File: src/sv/icr_pkg.sv
// Shared types, constants and arithmetic helpers of the interflow cell router.
package icr_pkg;

    // Input transaction: one grid cell with its parameters.
    typedef struct packed {
        logic [11:0] cell_index;
        logic [11:0] downstream_index;
        logic        has_downstream;
        logic [23:0] channel_length;
        logic [31:0] vadose_excess;
        logic [31:0] conductivity;
        logic [31:0] decay_coefficient;
        logic [31:0] channel_factor;
        logic [31:0] slope_tangent;
    } cell_in_t;

    // Output transaction: the routing result of one cell.
    typedef struct packed {
        logic [11:0] out_cell;
        logic [31:0] remaining_vadose;
        logic [31:0] flow_to_channel;
        logic [31:0] flow_downstream;
    } cell_out_t;

    // Start request to a multi-cycle arithmetic unit with two operands.
    typedef struct packed {
        logic        start;
        logic [63:0] a;
        logic [63:0] b;
    } op_req_t;

    // Configuration register indexes.
    localparam logic [1:0] CFG_STEP_OVER_DX = 2'd0;
    localparam logic [1:0] CFG_INV_CELL     = 2'd1;
    localparam logic [1:0] CFG_THRESHOLD    = 2'd2;

    localparam logic [31:0] STEP_OVER_DX_RST = 32'd56623104;
    localparam logic [31:0] INV_CELL_RST     = 32'd42949673;
    localparam logic [31:0] THRESHOLD_RST    = 32'd1;

    // Number of exponent bits handled by the factor table.
    localparam int EXP_BITS = 29;

    localparam logic [63:0] ONE_Q62 = 64'h4000_0000_0000_0000;
    localparam logic [63:0] ONE_Q32 = 64'h0000_0001_0000_0000;

    typedef logic [63:0] exp_tab_t [EXP_BITS];

    // Q2.62 product with round half up.
    function automatic logic [63:0] mul_q62(input logic [127:0] prod);
        return prod[125:62] + {63'd0, prod[61]};
    endfunction

    // Product shifted right, saturated to 64 bits.
    function automatic logic [63:0] mul_shr(input logic [127:0] prod, input int unsigned sh);
        logic [127:0] shifted;
        shifted = prod >> sh;
        return (|shifted[127:64]) ? '1 : shifted[63:0];
    endfunction

    // Factors exp(-2^(i-24)) in Q2.62; each is the rounded square of the one before.
    function automatic exp_tab_t make_exp_tab();
        exp_tab_t     tab;
        logic [63:0]  t;
        logic [127:0] sq;
        t = ONE_Q62 - 64'h0000_0040_0000_0000 + 64'h0000_0000_0000_2000;
        for (int i = 0; i < EXP_BITS; i++) begin
            tab[i] = t;
            sq = {64'd0, t} * {64'd0, t};
            t = mul_q62(sq);
        end
        return tab;
    endfunction

    localparam exp_tab_t EXP_TAB = make_exp_tab();

endpackage

File: src/sv/icr_div.sv
// Restoring 64 by 64 bit divider, one quotient bit per cycle.
module icr_div (
    input  logic             clk,
    input  logic             rst_n,
    input  icr_pkg::op_req_t req,
    output logic             done,
    output logic [63:0]      quot
);
    import icr_pkg::*;

    logic [63:0] rem_reg;
    logic [63:0] quo_reg;
    logic [63:0] dsr_reg;
    logic [5:0]  cnt_reg;
    logic        run_reg;
    logic        done_reg;
    logic [64:0] trial;
    logic        fits;

    // One restoring step: shift in the next dividend bit and try a subtract.
    always_comb
    begin
        trial = {rem_reg, quo_reg[63]};
        fits  = (trial >= {1'b0, dsr_reg});
    end

    always_ff @(posedge clk or negedge rst_n)
    begin
        if (!rst_n)
        begin
            run_reg  <= 1'b0;
            done_reg <= 1'b0;
            cnt_reg  <= '0;
        end
        else
        begin
            done_reg <= 1'b0;
            if (req.start)
            begin
                run_reg <= 1'b1;
                cnt_reg <= '0;
            end
            else if (run_reg)
            begin
                cnt_reg <= cnt_reg + 6'd1;
                if (cnt_reg == 6'd63)
                begin
                    run_reg  <= 1'b0;
                    done_reg <= 1'b1;
                end
            end
        end
    end

    // Remainder and quotient shift registers.
    always_ff @(posedge clk)
    begin
        if (req.start)
        begin
            rem_reg <= '0;
            quo_reg <= req.a;
            dsr_reg <= req.b;
        end
        else if (run_reg)
        begin
            rem_reg <= fits ? 64'(trial - {1'b0, dsr_reg}) : trial[63:0];
            quo_reg <= {quo_reg[62:0], fits};
        end
    end

    assign done = done_reg;
    assign quot = quo_reg;

endmodule

File: config.mk
export PLATFORM = sky130hd
export DESIGN_NAME = icr_div
export DESIGN_NICKNAME = d
export VERILOG_FILES = /design/src/sv/icr_pkg.sv /design/src/sv/icr_div.sv
export SDC_FILE = /design/constraint.sdc
export NUM_CORES = 1
export LEC_CHECK = 0
export ABC_AREA = 1
export CAP_MARGIN = 20
export CORE_MARGIN = 1
export CORE_UTILIZATION = 45
export DETAILED_ROUTE_END_ITERATION = 6
export DONT_BUFFER_PORTS = 1
export PLACE_DENSITY = 0.64
export RECOVER_POWER = 50
export SLEW_MARGIN = 20
export SYNTH_ARGS = -nofsm -noshare
export SYNTH_HDL_FRONTEND = slang
export SYNTH_SLANG_ARGS = --single-unit
File: constraint.sdc
create_clock -name clk -period 4.35 [get_ports clk]
set_input_delay 0.87 -clock clk [delete_from_list [all_inputs] [get_ports clk]]
set_output_delay 0.87 -clock clk [all_outputs]
set_load 0.02 [all_outputs]
== Word level (Yosys, flattened, before mapping) ==
Index checks and enable logic that the tools add are counted.

* Bits in registers: 200
* Logic and storage cells: 22

* Add/sub/neg operators: 2
* $lt $le $gt $ge: 1
* Eq/ne operators: 1
* Mux-type cells: 11
* Reduce and logical (&&, ||, !) cells: 1

{| class="wikitable"
|+ Operators by type and width
! operator !! count
|-
| $mux 64 || 3
|-
| $ge 65x64->1 || 1
|-
| $sub 64x64->64 || 1
|-
| $mux 6 || 2
|-
| $add 6x1->6 const B || 1
|-
| $eq 6x6->1 const B || 1
|-
| $mux 1 || 6
|-
| $reduce_bool 2->1 || 1
|}

== Logic depth before layout (Yosys ltp) ==
Gate-level depths: netlist of the first run.

* Depth after elaboration: 4
* Depth in mapped cells: 19

== Least setup slack after synthesis of the first run ==
Ideal clock, no wire load.

* Path kind: in2reg
* Start: in req[128] in the netlist's numbering
* End: reg quo_reg[0] (netlist: quot[0]), enable pin
* Data arrival time: 3.225 ns
* Required time: 3.896 ns
* Path slack: 0.671 ns
* Cell stages on the path: 4
* Path buffers: 2
* Path through: nor2_1 -> inv_1 -> clkbuf_1 -> clkbuf_1

* Cells in the longest elaborated chain, start to end: 1

{| class="wikitable"
|+ Ends and longest elaborated chain
! what !! line !! source
|-
| from (decl) || icr_div.sv:5 || <nowiki>input icr_pkg::op_req_t req,</nowiki>
|-
| $reduce_bool 2->1 (no source line) || - ||
|-
| to (signal assigned) || icr_div.sv:61 || <nowiki>quo_reg <= req.a;</nowiki>
|-
| to (signal assigned) || icr_div.sv:67 || <nowiki>quo_reg <= {quo_reg[62:0], fits};</nowiki>
|-
| to (decl) || icr_div.sv:12 || <nowiki>logic [63:0] quo_reg;</nowiki>
|}

Every way passes these cells.
A chain may end at the register's enable or synchronous reset.

== Final worst setup path of the first run ==
* Start: in req[128] in the netlist's numbering
* End: reg quo_reg[0] (netlist: quot[0]), data pin

* Cells in the longest elaborated chain, start to end: 1

{| class="wikitable"
|+ Ends and longest elaborated chain
! what !! line !! source
|-
| $mux 64 || icr_div.sv:58 || <nowiki>if (req.start)</nowiki>
|}

Every way passes these cells.

==> results of run 1 <==
## kinds of logic after synthesis
logic type | Yosys count | synth area share (%)
xor gates and xnor gates | 31 | 1.88
and+or+nand+nor | 1281 | 37.8
AOI/OAI and AO/OA | 108 | 4.04
DFF | 200 | 36.9
buffers and inverters | 493 | 13.6
adders and majority gates | 66 | 5.77
## through the flow
| step | worst slack [ns] | area, sq um |
|---|---|---|
| after floorplan | 0.671 | 14400 |
| after global placement | 1.24 | 14700 |
| after detailed placement | 1.26 | 14700 |
| after CTS | 1.22 | 15300 |
| after global routing | 0.875 | 15300 |
| final | 0.983 | 15300 |
## cell usage after synthesis (all sizes together)
cell type	n	area [sq um]
clkinv	2	7.51
nor4	2	12.5
xor2	3	26.3
a21boi	1	7.51
clkbuf	23	86.3
and2	1	6.26
a22o	1	8.76
o211ai	1	7.51
dfxtp	64	1280
nor2	127	549
nand3	151	896
fa	1	20.0
nand2	932	3540
nand4	15	93.8
nor3	15	80.1
nand3b	36	270
edfxtp	128	3840
ha	65	813
buf	25	204
inv	443	1660
o21ai	41	205
a21oi	50	250
xnor2	28	245
a31oi	1	6.26
dfrtp	8	200
o21bai	13	97.6
or2	2	12.5
## power by group
| group | leakage (nW) | internal, mW | total [mW] | switching (mW) |
|---|---|---|---|---|
| sequential | 1.95 | 2.15 | 2.28 | 0.136 |
| clock | 0.269 | 0.762 | 1.58 | 0.819 |
| combinational | 6.17 | 0.153 | 0.456 | 0.304 |
| total | 8.39 | 3.06 | 4.32 | 1.26 |
## placed cells by master (no fill, tap or decap), types with 2 or more instances in the layout
cell type / instances
nand3b_1: 36
inv_6: 3
o21ai_1: 18
ha_1: 65
o21ai_0: 23
dfxtp_1: 64
clkinv_8: 2
clkbuf_16: 17
nand3_1: 123
or2_2: 2
a21oi_1: 50
dfrtp_1: 8
nor2_2: 8
clkinvlp_4: 2
inv_1: 426
nand2_1: 921
inv_2: 15
nor3_1: 14
nand4_1: 15
nor4_1: 2
o21bai_1: 13
nand2_2: 9
inv_8: 4
clkinvlp_2: 2
edfxtp_1: 128
xnor2_1: 28
nand3_2: 28
xor2_1: 3
nor2_1: 111
clkbuf_1: 2
nor2_4: 8
clkinv_1: 3
buf_4: 5
nand2_4: 2
## layer usage
layer	routed length (um)	vias to the layer above	global-route usage [%]
li1	-	6588	-
met1	20700	5830	36.9
met2	19000	381	43.1
met3	2390	44	5.24
met4	965	0	7.53
met5	0	-	0
## area by class of cell
class | count | share of cell area, %
timing repair buffer | 6 | 0.377
multi-input combinational | 1486 | 46.8
clock buffer | 19 | 2.83
sequential | 200 | 34.9
inverter | 445 | 11.0
clock inverter | 13 | 0.860
tap | 402 | 3.29
## final timing paths
check	from	end	slack, ns	cells past startpoint
max in group asynchronous	rst_n	cnt_reg[5]$_DFFE_PN0P_	4.18	0
min in group clk	rem_reg[46]$_SDFFE_PP0P_	rem_reg[46]$_SDFFE_PP0P_	0.47	2
min reg2reg	rem_reg[46]$_SDFFE_PP0P_	rem_reg[46]$_SDFFE_PP0P_	0.47	2
min	rst_n	done$_DFF_PN0_	0.09	0
max	req[128]	quot[0]$_DFFE_PP_	0.98	3
max reg2reg	dsr_reg[48]$_DFFE_PP_	rem_reg[50]$_SDFFE_PP0P_	1.23	15
==> results.py, run 1 <==
metrics = {
    "logic_synthesis": {
        "synth_area_per_cell_sq_um": 6.62,
        "synth_area_sq_um": 14400,
        "synth_nets": 2376,
        "yosys_warnings": 0,
        "netlist-cell-type-count": 37,
        "ys_seq_elements": 200,
        "syn-instance-count": 2179,
        "synth-seq-area-share_pct": 36.9,
    },
    "timing": {
        "clock_skew_ns": 0.0255,
        "finalSetupTns_ns": 0,
        "grt_setup_unrepaired": "false",
        "max_slew.worst_pin.slew_ns": 2.32,
        "hold_viol_final": 0,
        "fmax_mhz": 297,
        "relSlewSlack_pct": -55.4,
        "fin_crit_ns": 3.37,
        "setup_violations": 0,
        "slew_viol_final": 106,
        "period_share_pct": 77.4,
        "whs_ns": 0.0942,
    },
    "critical_path": {
        "crit_slowest_cell": "clkinvlp_2",
        "worstSetupPathType": "in -> reg",
        "path_cells": "clkinvlp_2 -> nor2_1 -> a31oi_1",
        "startpoint_type": "primary input",
        "path_buf_inv": 1,
        "crit_fanout": 130,
        "crit_family": "buffers and inverters",
        "cp_data_required_time_ns": 4.49,
        "slowest_delay_ns": 1.84,
        "critPathArrivalTime_ns": 3.51,
        "worstSetupEndpointType": "register",
    },
    "finish": {
        "syn_to_final_growth_pct": 5.85,
        "fin_util_pct": 48.4,
        "drive_gt1_share_pct": 5.07,
        "seq_area_sq_um": 5330,
        "n_antenna_cell": 0,
        "multi_input_area_sq_um": 7150,
        "fin_nets": 2353,
        "stdcell_count": 2571,
        "n_fill_cell": 3298,
    },
    "pwr": {
        "power_mw": 4.32,
        "p_per_area_nw_per_um2": 283,
        "ir_drop_uv": 283,
        "p_leak_nw": 8.39,
    },
    "drt": {
        "routed_wl_um": 43000,
        "ant_nets": 0,
        "vias": 12800,
        "drc": 0,
        "wl_per_cell_um": 16.7,
        "first_iter_violations": 992,
        "dr.pass1.iters": 5,
        "drt-vias-per-instance": 5.00,
    },
    "global_route": {
        "grt_overflow_total": 0,
        "track_usage_pct": 26.9,
        "grt_start_max_net_pins": 131,
        "grt_pass1_vias": 12400,
        "grt_pass1_wl_um": 67800,
        "antenna_found_initial": 0,
    },
    "place": {
        "dp_hpwl_um": 34000,
        "gp_congestion": 0.975,
        "io_buffers": 0,
        "dp.cells": 2539,
    },
    "outcome": {
        "status": "finished with violations",
        "violations": "capacitance limit, slew limit",
    },
    "clock_tree": {
        "worstSkewPairLatency_ns": 0.47,
        "cts_hold_buf": 0,
        "cts-root-buf": "clkbuf_16",
        "cts_buffers": 17,
        "htreeDepth": 4,
        "cts_buffer_depth": 2,
        "cts_resized": 0,
        "clk_pin_slew_worst_paths_ns": 0.08,
        "cts_tree": "built",
        "cts.sinks": 200,
        "postCtsSetupRepairBufs": 0,
    },
    "die": {
        "die_h_um": 181,
        "num_io_pins": 196,
        "die-area_sq_um": 32800,
        "core_area_sq_um": 31600,
        "rows": 65,
        "initial_core_util_pct": 45.7,
        "die_x_um": 181,
    },
    "flow_run": {
        "max_cap_violations": 2,
    },
    "min_path": {
        "min_path_type": "in -> async",
    },
}
Power figures use the tool's default switching activity.
==> run 2, diff against run 1 <==
==> constraint.sdc (replaced) <==
create_clock -name clk -period 3.4 [get_ports clk]
set_input_delay 0.68 -clock clk [delete_from_list [all_inputs] [get_ports clk]]
set_output_delay 0.68 -clock clk [all_outputs]
set_load 0.02 [all_outputs]
==> run 2 against run 1 <==
The run still ends with capacitance limit, slew limit left; critical path type is now reg -> reg; highest routed layer unchanged; power up 33%; clock-buffer cell count shrank 1; final cell count increased by 0.12%; non-clock buffer count up 3; first-iteration DRC count down 1.2%; global-route usage grew 0.32 points; final area increased by 0.86%; via count rose by 0.21%.
==> results.py, run 2 (synthesized netlist as in run 1, its figures left out) <==
metrics = {
    "clock_tree": {
        "cts_buffers": 17,
        "clk_pin_slew_worst_paths_ns": 0.09,
        "htreeDepth": 4,
        "cts_buffer_depth": 2,
        "cts.sinks": 200,
        "worstSkewPairLatency_ns": 0.47,
        "postCtsSetupRepairBufs": 0,
        "cts-root-buf": "clkbuf_16",
        "cts_tree": "built",
    },
    "drt": {
        "drt-vias-per-instance": 5.00,
        "dr.pass1.iters": 5,
        "first_iter_violations": 980,
        "ant_nets": 0,
        "routed_wl_um": 43700,
        "wl_per_cell_um": 17.0,
        "drc": 0,
        "vias": 12900,
    },
    "timing": {
        "fin_crit_ns": 2.89,
        "setup_violations": 0,
        "relSlewSlack_pct": -36.4,
        "max_slew.worst_pin.slew_ns": 2.04,
        "fmax_mhz": 346,
        "period_share_pct": 85.0,
        "hold_viol_final": 0,
        "slew_viol_final": 138,
        "grt_setup_unrepaired": "false",
        "finalSetupTns_ns": 0,
        "fin_ws_ns": 0.511,
        "whs_ns": 0.294,
        "clock_skew_ns": 0.0250,
    },
    "place": {
        "dp.cells": 2541,
        "dp_hpwl_um": 34100,
        "placed_cell_area_sq_um": 14800,
        "io_buffers": 0,
        "place_ws_ns": 0.573,
        "gp_congestion": 0.978,
    },
    "critical_path": {
        "cp_data_required_time_ns": 3.76,
        "worstSetupPathType": "reg -> reg",
        "path_buf_inv": 1,
        "crit_fanout": 4,
        "path_cells": "inv_1 -> ha_1 -> fa_1 -> nor2_1 -> nand2_1 -> nand3_1 -> nand2_1 -> nand2_1 -> nand2_1 -> nand2_1 -> nand2_1 -> nand2_1 -> nand2_1 -> nand2_1 -> nand2_1 -> nand3_1 -> nand2_1",
        "crit_slowest_cell": "edfxtp_1",
        "critPathArrivalTime_ns": 3.25,
        "slowest_delay_ns": 0.48,
        "worstSetupEndpointType": "register",
        "crit_family": "simple AND/OR/NAND/NOR gates",
        "cp_common_cell": "nand2_1",
        "startpoint_type": "register",
    },
    "flow_run": {
        "max_cap_violations": 2,
    },
    "finish": {
        "final_cell_mix": "921 x nand2_1, 427 x inv_1, 128 x edfxtp_1, 123 x nand3_1, 110 x nor2_1",
        "fin_util_pct": 48.8,
        "syn_to_final_growth_pct": 6.76,
        "drive_gt1_share_pct": 5.29,
        "final_area_sq_um": 15400,
        "stdcell_count": 2574,
        "n_antenna_cell": 0,
        "layout_commonest_cell": "nand2_1",
        "fin_nets": 2356,
    },
    "die": {
        "die_h_um": 181,
        "rows": 65,
        "die_x_um": 181,
        "core_area_sq_um": 31600,
        "die-area_sq_um": 32800,
        "num_io_pins": 196,
        "initial_core_util_pct": 45.7,
    },
    "global_route": {
        "grt_pass1_wl_um": 68100,
        "antenna_found_initial": 0,
        "grt_pass1_vias": 12400,
        "grt_overflow_total": 0,
        "track_usage_pct": 27.2,
        "grt_start_max_net_pins": 131,
    },
    "pwr": {
        "power_mw": 5.75,
        "p_per_area_nw_per_um2": 373,
        "p_leak_nw": 8.46,
        "ir_drop_uv": 406,
    },
    "outcome": {
        "violations": "capacitance limit, slew limit",
        "status": "finished with violations",
    },
    "min_path": {
        "min_path_type": "in -> reg",
    },
}
## run 2: cell types whose count changed in the layout (fill, tap and decap cells not counted), sizes merged
cell	before	now
bufinv	0	2
inv	448	449
buf	6	7
dlygate4sd3	0	1
clkinvlp	4	2
## run 2: area by class of cell
type | instances | area (sq um)
clock buffer | 18 | 439
timing repair buffer | 9 | 118
inverter | 445 | 1670
multi-input combinational | 1486 | 7150
tap | 402 | 503
sequential | 200 | 5330
clock inverter | 14 | 195
fill | 3286 | 16100
## run 2: layer usage
metal | global-route usage [%] | share of wire (%) | up-vias | wire length (um)
met4 | 9.22 | 2.6 | 0 | 1140
met1 | 37.0 | 47 | 5807 | 20400
met2 | 42.8 | 43 | 414 | 18900
li1 | - | - | 6602 | -
met3 | 5.91 | 7.2 | 47 | 3160
met5 | 0 | 0 | - | 0
## run 2: path summary, 6_finish.rpt
kind / startpoint / to / slack (ns) / depth (start not counted)
hold / removal: req[43] / dsr_reg[43]$_DFFE_PP_ / 0.29 / 0
min in group asynchronous: rst_n / cnt_reg[4]$_DFFE_PN0P_ / 0.56 / 1
max in group asynchronous: rst_n / cnt_reg[3]$_DFFE_PN0P_ / 2.56 / 1
setup reg to reg: quot[63]$_DFFE_PP_ / rem_reg[34]$_SDFFE_PP0P_ / 0.51 / 17
hold reg to reg: rem_reg[32]$_SDFFE_PP0P_ / rem_reg[32]$_SDFFE_PP0P_ / 0.47 / 2
setup / recovery: quot[63]$_DFFE_PP_ / rem_reg[34]$_SDFFE_PP0P_ / 0.51 / 17
## run 2: worst reg2reg max path, cell delays in order (launching register included)
cell and delay [ns]:
edfxtp_1 0.48, inv_1 0.10, ha_1 0.24, fa_1 0.44
nor2_1 0.19, nand2_1 0.07, nand3_1 0.16, nand2_1 0.08
nand2_1 0.24, nand2_1 0.09, nand2_1 0.14, nand2_1 0.11
nand2_1 0.07, nand2_1 0.04, nand2_1 0.06, nand2_1 0.09
nand3_1 0.09, nand2_1 0.07
## run 2: timing repair
item                                   in CTS  in global routing
hold buffers                                1                  0
resized for setup                           0                  0
endpoints found under the hold margin       8                  0
## run 2: where the power goes
part / switching [mW] / internal (mW) / total [mW]
clock: 1.09 / 1.15 / 2.24
sequential: 0.171 / 2.74 / 2.92
combinational: 0.396 / 0.198 / 0.594
total: 1.65 / 4.09 / 5.75
==> run 3, diff against run 2 <==
--- a/config.mk
+++ b/config.mk
@@ -11,7 +11,7 @@
 export CORE_UTILIZATION = 45
 export DETAILED_ROUTE_END_ITERATION = 6
 export DONT_BUFFER_PORTS = 1
-export PLACE_DENSITY = 0.64
+export PLACE_DENSITY = 0.66
 export RECOVER_POWER = 50
 export SLEW_MARGIN = 20
 export SYNTH_ARGS = -nofsm -noshare
==> constraint.sdc (replaced) <==
create_clock -name clk -period 2.5 [get_ports clk]
set_input_delay 0.5 -clock clk [delete_from_list [all_inputs] [get_ports clk]]
set_output_delay 0.5 -clock clk [all_outputs]
set_load 0.02 [all_outputs]
==> run 3 against run 2 <==
Critical path type unchanged; largest cell class unchanged; power is 38% higher; final cell count is 5.9% higher; clock-buffer cell count is 1 lower; first-iteration DRC count is 19% higher; fmax is 20% higher; the run now ends clean; flip-flop and latch count stayed put.
==> results.py, run 3 (synthesized netlist as in run 1, its figures left out) <==
metrics = {
    "outcome": {
        "status": "finished, final reports clean",
    },
    "timing": {
        "slew_viol_final": 0,
        "setup_violations": 0,
        "whs_ns": 0.118,
        "fin_crit_ns": 2.40,
        "max_slew.worst_pin.slew_ns": 0.933,
        "clock_skew_ns": 0.0206,
        "relSlewSlack_pct": 37.7,
        "period_share_pct": 96.0,
        "grt_setup_unrepaired": "true",
        "fmax_mhz": 417,
        "hold_viol_final": 0,
    },
    "critical_path": {
        "worstSetupEndpointType": "register",
        "critPathArrivalTime_ns": 2.74,
        "reg2reg_depth": 13,
        "crit_slowest_cell": "ha_2",
        "worstSetupPathType": "reg -> reg",
        "cp_common_cell": "nand2_1",
        "startpoint_type": "register",
        "critPathCapture": "rem_reg[14]$_SDFFE_PP0P_",
        "r2r_end": "rem_reg[14]$_SDFFE_PP0P_",
        "crit_fanout": 20,
        "path_cells": "inv_1 -> ha_2 -> nand2_1 -> nor2_4 -> nand2_2 -> buf_4 -> nor3_2 -> nand2_4 -> nand2_8 -> clkbuf_16 -> nand2_1 -> nand3_1 -> o21ai_0",
        "crit_start": "dsr_reg[45]$_DFFE_PP_",
        "timing.rr.start": "dsr_reg[45]$_DFFE_PP_",
        "cp_data_required_time_ns": 2.84,
        "regToRegSetupSlack_ns": 0.10,
        "slowest_delay_ns": 0.37,
    },
    "die": {
        "rows": 65,
        "die-area_sq_um": 32800,
        "core_area_sq_um": 31600,
        "die_h_um": 181,
        "die_x_um": 181,
        "initial_core_util_pct": 45.7,
        "num_io_pins": 196,
    },
    "finish": {
        "n_antenna_cell": 0,
        "drive_gt1_share_pct": 18.5,
        "syn_to_final_growth_pct": 22.4,
        "final_cell_mix": "862 x nand2_1, 412 x inv_1, 135 x buf_4, 128 x edfxtp_1, 115 x nand3_1",
        "stdcell_count": 2725,
        "layout_commonest_cell": "nand2_1",
        "fin_util_pct": 56.0,
        "n_fill_cell": 3121,
        "fin_nets": 2507,
    },
    "drt": {
        "met3WireLength_um": 3420,
        "wl_met2_um": 21900,
        "drt-met1-wl_um": 21200,
        "first_iter_violations": 1163,
        "routed_wl_um": 47500,
        "dr.pass1.iters": 7,
        "vias": 13700,
        "drt-vias-per-instance": 5.03,
        "wl_per_cell_um": 17.4,
        "top_layer_used": "met4",
        "ant_nets": 0,
        "drc": 0,
    },
    "clock_tree": {
        "cts.sinks": 200,
        "cts_buffer_depth": 2,
        "htreeDepth": 4,
        "cts-root-buf": "clkbuf_16",
        "clk_pin_slew_worst_paths_ns": 0.09,
        "worstSkewPairLatency_ns": 0.47,
        "cts_tree": "built",
        "cts_buffers": 17,
    },
    "pwr": {
        "p_leak_nw": 9.31,
        "ir_drop_uv": 583,
        "p_per_area_nw_per_um2": 448,
    },
    "flow_run": {
        "max_cap_violations": 0,
    },
    "min_path": {
        "min_from": "req[28]",
        "min_path_type": "in -> reg",
    },
    "place": {
        "io_buffers": 0,
        "gp_congestion": 1.00,
        "dp.cells": 2668,
        "dp_hpwl_um": 36600,
    },
    "global_route": {
        "antenna_found_initial": 2,
        "track_usage_pct": 28.5,
        "grt_start_max_net_pins": 131,
        "grt_overflow_total": 0,
        "grt_pass1_wl_um": 71300,
        "grt_pass1_vias": 13000,
    },
}
-- run 3: cell count changes in the layout (fill, tap and decap cells not counted), sizes merged --
cell / previous run / this run
bufinv: 2 / 0
clkinv: 6 / 10
buf: 7 / 150
clkinvlp: 2 / 4
inv: 449 / 446
clkbuf: 19 / 26
-- run 3: layer usage --
| layer | vias up | global-route usage, % |
|---|---|---|
| met4 | 0 | 7.15 |
| met3 | 57 | 4.68 |
| met2 | 498 | 47.0 |
| met1 | 6232 | 38.8 |
| li1 | 6925 | - |
| met5 | - | 0 |
-- run 3: final cells by class --
type | count | area, sq um | share of cell area, %
timing repair buffer | 160 | 1430 | 8.09
clock inverter | 15 | 181 | 1.03
inverter | 445 | 1670 | 9.46
sequential | 200 | 5330 | 30.2
multi-input combinational | 1486 | 8130 | 46.0
clock buffer | 17 | 425 | 2.41
tap | 402 | 503 | 2.85
-- run 3: worst max-delay path: cells and delay by family (launching register included) --
kind	cells	cell delay, ns
AO/OA/AOI/OAI	1	0.10
adder cells (fa/ha/maj)	1	0.37
buffers and inverters	3	0.40
flip-flops	1	0.33
AND/OR/NAND/NOR	8	1.06
-- run 3: worst min-delay path by stage --
stage | cells after the start | slack [ns] | to
finish | 0 | 0.12 | dsr_reg[28]$_DFFE_PP_
global route | 0 | 0.10 | dsr_reg[28]$_DFFE_PP_
CTS | 0 | 0.1 | dsr_reg[28]$_DFFE_PP_
detailed placement | 0 | 0.20 | cnt_reg[4]$_DFFE_PN0P_
global placement | 0 | 0.20 | cnt_reg[3]$_DFFE_PN0P_
floorplan | 0 | 0.20 | cnt_reg[0]$_DFFE_PN0P_
-- run 3: power breakdown --
part           internal [mW]  total, mW  switching, mW
clock                   1.35       2.85           1.50
sequential              3.73       3.98          0.242
combinational          0.447       1.08          0.632
total                   5.53       7.91           2.38
-- run 3: repair_timing --
item | in CTS | in global routing
gates cloned | 1 | 5
setup buffers | 5 | 14
pin swaps | 6 | 34
endpoints found under the setup margin | 56 | 65
hold endpoints to repair | 8 | 0
hold buffers | 1 | 0
resized for setup | 25 | 190
-- run 3: through the flow --
| step | worst slack, ns | power (mW) | cell area [sq um] | setup TNS [ns] |
|---|---|---|---|---|
| 2_1_floorplan | 0.221 | 4.61 | 14400 | 0 |
| 3_3_place_gp | -0.0894 | 4.93 | 15800 | -1.76 |
| 3_5_place_dp | -0.0945 | 4.94 | 15800 | -1.73 |
| 4_1_cts | 0.00257 | 7.80 | 16500 | 0 |
| 5_1_grt | -0.0426 | 8.20 | 17700 | -0.130 |
| 6_report | 0.101 | 7.91 | 17700 | 0 |
